==> config.mk <==
export PLATFORM = sky130hd
export DESIGN_NAME = mpe_front
export DESIGN_NICKNAME = d
export VERILOG_FILES = /design/src/hdl/mpe_pkg.sv /design/src/hdl/mpe_front.sv
export SDC_FILE = /design/constraint.sdc
export NUM_CORES = 1
export LEC_CHECK = 0
export BUFFER_PORTS_ARGS = -buffer_cell sky130_fd_sc_hd__clkbuf_2
export CORE_MARGIN = 2
export CORE_UTILIZATION = 47
export DETAILED_ROUTE_END_ITERATION = 8
export GPL_ROUTABILITY_DRIVEN = 0
export HOLD_SLACK_MARGIN = 0.05
export PLACE_DENSITY_LB_ADDON = 0.08
export SLEW_MARGIN = 15
export SYNTH_ARGS = -nofsm -noshare
export SYNTH_HDL_FRONTEND = slang
export SYNTH_SLANG_ARGS = --single-unit
==> constraint.sdc <==
create_clock -name clk_i -period 5.5 [get_ports clk_i]
set_clock_uncertainty 0.05 [all_clocks]
set_input_delay 0.275 -clock clk_i [delete_from_list [all_inputs] [get_ports clk_i]]
set_output_delay 0.275 -clock clk_i [all_outputs]
set_load 0.005 [all_outputs]
==> src/hdl/mpe_pkg.sv <==
`default_nettype none
package mpe_pkg;
  localparam int unsigned MaxTermsDef = 64;
  localparam int unsigned MaxExpDef = 7;
  localparam logic [1:0] RegNumDims = 2'd0;
  localparam logic [1:0] RegNumTerms = 2'd1;

  typedef struct packed {
    logic              mode;
    logic [5:0]        term_index;
    logic signed [31:0] coefficient;
    logic [2:0]        exp_x;
    logic [2:0]        exp_y;
    logic [2:0]        exp_z;
    logic signed [15:0] coord_x;
    logic signed [15:0] coord_y;
    logic signed [15:0] coord_z;
  } in_item_t;

  typedef struct packed {
    logic signed [63:0] value;
    logic               saturated;
  } out_item_t;

  typedef struct packed {
    logic               is_eval;
    logic [5:0]         term_index;
    logic signed [31:0] coefficient;
    logic [8:0]         exps;
    logic signed [15:0] coord_x;
    logic signed [15:0] coord_y;
    logic signed [15:0] coord_z;
  } cmd_t;
endpackage
`default_nettype wire

==> src/hdl/mpe_front.sv <==
`default_nettype none
module mpe_front import mpe_pkg::*; #(
  parameter int unsigned MaxExp = MaxExpDef
) (
  input  wire logic     clk_i,
  input  wire logic     rst_ni,
  input  wire logic     push,
  output logic          full,
  input  wire in_item_t in_i,
  output logic          cmd_valid_o,
  input  wire logic     cmd_ready_i,
  output cmd_t          cmd_o
);
  // two-entry queue towards the back end
  cmd_t q_mem_q [2];
  logic wp_q, rp_q;
  logic [1:0] cnt_q;
  cmd_t c;

  function automatic logic [2:0] clampe(input logic [2:0] e);
    clampe = (32'(e) > MaxExp) ? 3'(MaxExp) : e;
  endfunction

  always_comb begin
    c.is_eval = in_i.mode;
    c.term_index = in_i.term_index;
    c.coefficient = in_i.coefficient;
    c.exps = {clampe(in_i.exp_z), clampe(in_i.exp_y), clampe(in_i.exp_x)};
    c.coord_x = in_i.coord_x;
    c.coord_y = in_i.coord_y;
    c.coord_z = in_i.coord_z;
  end

  assign full = cnt_q == 2'd2;
  assign cmd_valid_o = cnt_q != 2'd0;
  assign cmd_o = q_mem_q[rp_q];

  wire logic wr = push && !full;
  wire logic rd = cmd_valid_o && cmd_ready_i;

  always_ff @(posedge clk_i) begin
    if (wr) q_mem_q[wp_q] <= c;
  end

  always_ff @(posedge clk_i or negedge rst_ni) begin
    if (!rst_ni) begin
      wp_q <= 1'b0; rp_q <= 1'b0; cnt_q <= 2'd0;
    end else begin
      if (wr) wp_q <= ~wp_q;
      if (rd) rp_q <= ~rp_q;
      cnt_q <= cnt_q + 2'(wr) - 2'(rd);
    end
  end
endmodule
`default_nettype wire

==> results of run 1 <==
[worst reg2reg max path: cells and delay by family (launching register included)]
kind	cells	cell delay (ns)
buf+inv	1	0.72
simple gates	2	0.68
flops	1	0.40
[power by group]
part / switching [mW] / internal [mW]
sequential: 0.178 / 2.04
combinational: 0.569 / 0.713
clock: 0.528 / 0.812
[final cells by class]
| class | count | area [um^2] | area share |
|---|---|---|---|
| flip-flops and latches | 196 | 5870 | 0.584 |
| repair buffers | 298 | 1990 | 0.198 |
| multi-input cells | 108 | 1300 | 0.129 |
| clock buffers | 17 | 425 | 0.0423 |
| well taps | 188 | 235 | 0.0234 |
| clock inverters | 15 | 225 | 0.0224 |
| inverters | 2 | 7.51 | 0.000747 |
[state kept, by name, summed over array words and instances, names as in the netlist]
signal / flops
cnt_q: 2
q_mem_q: 192
rp_q: 1
wp_q: 1
[metrics by stage]
stage / instances / hold slack (ns) / setup slack [ns] / instance area, um^2 / util
2_1_floorplan: 317 / -0.0706 / 0.313 / 7250 / -
3_3_place_gp: 695 / 0.0381 / 2.98 / 8430 / 0.556
3_5_place_dp: 695 / 0.0443 / 2.95 / 8430 / 0.556
4_1_cts: 824 / 0.106 / 2.48 / 10000 / 0.663
5_1_grt: 824 / 0.137 / 2.37 / 10000 / 0.663
6_report: 824 / 0.128 / 2.56 / 10000 / 0.663
[layer usage]
layer | share of wire | global-route usage
met5 | 0 | 0
met1 | 0.40 | 0.191
met3 | 0.069 | 0.0651
met2 | 0.52 | 0.287
met4 | 0.017 | 0.0679
[cell families after synthesis]
family	share of synthesized area
buffers and inverters	0.0130
xor gates and xnor gates	0.00484
muxes	0.165
DFF	0.810
adders and majority gates	0.00345
and+or+nand+nor	0.00449
[path summary, 6_finish.rpt]
path | start | end | slack (ns)
worst max-delay path | rp_q$_DFFE_PN0P_ | cmd_o[54] | 2.56
worst min-delay path | cmd_ready_i | rp_q$_DFFE_PN0P_ | 0.13
worst max register to register | cnt_q[1]$_DFF_PN0_ | q_mem_q[1][37]$_DFFE_PP_ | 3.20
worst min register to register | cnt_q[0]$_DFF_PN0_ | cnt_q[0]$_DFF_PN0_ | 0.49
max in group asynchronous | rst_ni | rp_q$_DFFE_PN0P_ | 5.08
min in group asynchronous | rst_ni | cnt_q[0]$_DFF_PN0_ | 0.17
[what timing repair did]
action	CTS	global route
endpoints found under the hold margin	196	0
endpoints found under the setup margin	0	0
hold buffers	97	0
[cells in the final DEF (no fill, tap or decap), drive strengths merged, types with 3 or more instances in the layout]
cell and instances:
clkbuf 214, edfxtp 192, dlygate4sd3 97, mux2 96, inv 7, bufinv 5
buf 4, dfrtp 4, xnor2 3, clkinvlp 3
==> impl_results.md, run 1 <==
- Status: completed
- Critical Path Stages: 3
- Hpwl dp: 8.32 mm
- F_max: 0.340 GHz
- GRT Total Usage: 0.168
- Largest delay contributor family on the critical path: flip-flops
- Rows: 45
- Clk root buf: clkbuf_16
- Post-synth top cells: 192 x edfxtp_1, 66 x mux2_2, 30 x mux2_4
- #FFs+latches synth: 196
- Clk_lat worst skew: 0.42 ns
- Tmin final: 2.94 ns
- Die area: 16400 um^2
- CTS tree: done
- Slew Viols, Final: 0
- CP Capture Type: output port
- Resized Gates After CTS: 0
- Slew HR: 0.373
- Die height: 128 um
- I/O pin count: 198
- VDD IR max: 0.262 mV
- First-pass GRT wire length: 20.5 mm
- PD cells: 482 nW/um^2
- Via count: 3910
- CTS Sinks: 196
- Post-synth top area cell: edfxtp_1
- Seq/Total Area, Yosys: 0.810
- TritonRoute pass-1 iters: 4
- Syn avg cell area: 22.9 um^2
- Critical Path RT: 5.18 ns
- Mapped cell area: 7250 um^2
- Cell depth of the worst hold path: 3
- Syn Nets: 419
- Die Wd: 128 um
- Crit path max fanout: 62
- Initial antenna violation count: 0
- Buffer and inverter count on the worst path: 2
- Crit-path slowest cell: dfrtp_4
- Crit path cell chain: buf_4 -> mux2_2 -> clkbuf_2
- Ys async rst share: 0.0204
- Synth top area cells: edfxtp_1 80%, mux2_2 10%, mux2_4 6.2%
- Ys Warns: 0
- CP Launch Type: register
- Number of port buffers: 197
- EDFF count, synth: 192
- Setup CP Type: reg -> out
- Vias in the first global route: 4168
- Top cell type's share of synthesized area: 0.796
- Iter 0 DRT Violations: 186
- Routed WL: 13.4 mm
- Layout cells sized above 1: 0.522
- Wirelength per Cell: 16.3 um
- # fillers: 1072
- Clk pin slew, worst setup/hold paths: 0.06 ns
- H-tree depth: 4
- Crit-path max cell delay: 1.04 ns
- Synth unique cells: 16
- # DRC: 0
- Period utilization: 0.535
- Leakage power: 3.94 nW
- Antenna-violating nets left: 0
- Top_reg_cell synth: edfxtp_1
- Inserted Diodes: 0
- Worst-Margin Slew: 0.941 ns
- Setup TNS: 0 ns
- # nets final: 725
- HP Class: in -> reg
- Setup bufs post-CTS: 0
- R2r worst-path depth: 3
- CP arrival: 2.62 ns
- Core area: 15100 um^2
- Endpoints failing setup: 0
- RSZ-0062 raised after global routing: no
- GRT overflow: 0
- Total Power: 4.84 mW
- Clk buf depth: 2
- Syn Inst Count: 317
- Via density: 4.75
- Total CTS buffers: 17
- Layout area overhead: 38.7%
- Top-count cell post-synth: edfxtp_1
- Final Hold Fails: 0
- Max-Cap Viols: 0
- Largest net degree at the start of global routing: 63
- Starting Density: 0.478
(Power assumes the default switching activity.)
==> run 2: changes to the inputs <==
clock period = 2.6 ns   (was 5.5 ns; I/O delays follow)
==> run 2 against run 1 <==
Flip-flop and latch count unchanged. Combinational power increased by 130%. Worst setup slack got worse by 2.2 ns. Register-to-register slack got worse by 2.4 ns. Clock power increased by 81%.
==> impl_results.md, run 2 (synthesis results as in run 1) <==
- R2r worst-path depth: 7 (+4)
- Clk buf depth: 2 (unchanged)
- VDD IR max: 0.522 mV (+99%)
- Die area: 16400 um^2 (unchanged)
- Crit path cell chain: buf_4 -> mux2_2 -> clkbuf_2
- Inserted Diodes: 0 (unchanged)
- CP Capture Type: output port
- Largest net degree at the start of global routing: 50 (-21%)
- Crit-path slowest cell: dfrtp_4
- Antenna-violating nets left: 0 (unchanged)
- Total Power: 9.93 mW (+100%)
- CP Launch Type: register
- Status: completed
- R2R Path Start: cnt_q[1]$_DFF_PN0_
- CP arrival: 2.06 ns (-0.56 ns)
- Die Wd: 128 um (unchanged)
- # DRC: 0 (unchanged)
- Final Hold Fails: 0 (unchanged)
- Core area: 15100 um^2 (unchanged)
- Max reg flops: 192 (unchanged)
- Crit path max fanout: 35 (-44%)
- I/O pin count: 198 (unchanged)
- FF-to-FF End: cnt_q[1]$_DFF_PN0_
- HP Start: in_i[39]
- Hpwl dp: 8.30 mm (-0.29%)
- R2r setup slk: 0.78 ns (-2.42 ns)
- Leakage power: 3.94 nW (-0.13%)
- GRT Total Usage: 0.168 (about the same)
- Number of port buffers: 197 (unchanged)
- Commonest cells after routing, fill and taps aside: 197 x clkbuf_2, 192 x edfxtp_1, 100 x dlygate4sd3_1
- Rows: 45 (unchanged)
- Setup bufs post-CTS: 0 (unchanged)
- Worst-Margin Slew: 0.645 ns (-0.296 ns)
- Clk root buf: clkbuf_16
- Slew Viols, Final: 0 (unchanged)
- F_max: 0.446 GHz
- Clk_lat worst skew: 0.41 ns (about the same)
- Setup TNS: 0 ns (unchanged)
- Most common cell after layout, fill and taps aside: clkbuf_2
- Layout area overhead: 38.7% (about the same)
- HP Class: in -> reg
- TritonRoute pass-1 iters: 4 (unchanged)
- Initial antenna violation count: 0 (unchanged)
- Via count: 4008 (+2.5%)
- GRT overflow: 0 (unchanged)
- Slew HR: 0.570 (+0.197)
- Largest regs: q_mem_q (192), cnt_q (2)
- Crit-path max cell delay: 0.81 ns (-0.23 ns)
- Starting Density: 0.478 (unchanged)
- H-tree depth: 4 (unchanged)
- Endpoints failing setup: 0 (unchanged)
- First-pass GRT wire length: 20.6 mm (+0.34%)
- Resized Gates After CTS: 0 (unchanged)
- Via density: 4.82 (+1.6%)
- Biggest register: q_mem_q
- Iter 0 DRT Violations: 211 (+13%)
- Tmin final: 2.24 ns
- CTS tree: done
- Total CTS buffers: 17 (unchanged)
- Routed WL: 13.3 mm (-1.3%)
- PD cells: 988 nW/um^2 (+100%)
- Setup CP Type: reg -> out
- Max-Cap Viols: 0 (unchanged)
- Clk pin slew, worst setup/hold paths: 0.06 ns (about the same)
- Cell depth of the worst hold path: 2 (-1)
- Die height: 128 um (unchanged)
- # nets final: 733 (+1.1%)
- Vias in the first global route: 4154 (-0.34%)
- Hold Path End: q_mem_q[1][39]$_DFFE_PP_
- Period utilization: 0.862
- Layout cells sized above 1: 0.515 (-0.00724)
- CTS Sinks: 196 (unchanged)
- Critical Path RT: 2.42 ns (-2.76 ns)
- Wirelength per Cell: 16.0 um (-2.1%)
- RSZ-0062 raised after global routing: no
run 2: changes by cell type in the layout (fill, tap and decap cells not counted), sizes merged:
cell	delta
buf	+5
inv	-5
clkinv	+4
bufinv	-3
dlygate4sd3	+3
clkbuf	+2
clkinvlp	+1
run 2: worst max-delay path by stage:
stage / from / end / slack, ns / cells after the start
after floorplan: cnt_q[1]$_DFF_PN0_ / q_mem_q[0][0]$_DFFE_PP_ / 0.09 / 3
after global placement: rp_q$_DFFE_PN0P_ / cmd_o[0] / 0.77 / 3
after detailed placement: rp_q$_DFFE_PN0P_ / cmd_o[0] / 0.76 / 3
after CTS: rp_q$_DFFE_PN0P_ / cmd_o[0] / 0.30 / 3
after global routing: rp_q$_DFFE_PN0P_ / cmd_o[54] / 0.23 / 3
final: rp_q$_DFFE_PN0P_ / cmd_o[0] / 0.36 / 3
run 2: cell type report:
cell class | count | area [um^2]
well taps | 188 | 235
fillers | 1058 | 5090
flip-flops and latches | 196 | 5870
repair buffers | 306 | 2090
inverters | 2 | 7.51
multi-input cells | 108 | 1300
clock buffers | 19 | 433
clock inverters | 12 | 115
run 2: worst max-delay path, delay by kind of cell (launching register included):
family / cells / cell delay, ns
muxes: 1 / 0.36
buffers and inverters: 2 / 0.46
DFF: 1 / 0.81
run 2: stage by stage:
step	cell area [um^2]	instances	hold slack, ns	setup WS [ns]	util
detailed placement	8500	700	-0.105	0.764	0.561
CTS	10100	831	0.362	0.298	0.664
global route	10100	831	0.370	0.229	0.664
global placement	8500	700	-0.106	0.771	0.561
finish	10100	831	0.386	0.358	0.664
floorplan	7250	317	-0.216	0.0907	-
run 2: per-layer routing:
| layer | GRT usage | vias to the layer above | share of wire | wire length [um] |
|---|---|---|---|---|
| met2 | 0.280 | 135 | 0.49 | 6540 |
| met4 | 0.0802 | 0 | 0.027 | 352 |
| li1 | - | 1893 | - | - |
| met5 | 0 | - | 0 | 0 |
| met3 | 0.0555 | 25 | 0.068 | 895 |
| met1 | 0.199 | 1955 | 0.41 | 5470 |
run 2: timing repair:
item                                   4_1_cts  5_1_grt
setup endpoints to repair                    0        0
endpoints found under the hold margin      198        0
hold buffers                               100        0
run 2: power breakdown:
part           internal, mW  total (mW)  switching [mW]
sequential             4.32        4.61           0.288
combinational          1.59        2.90            1.30
clock                  1.39        2.42            1.03
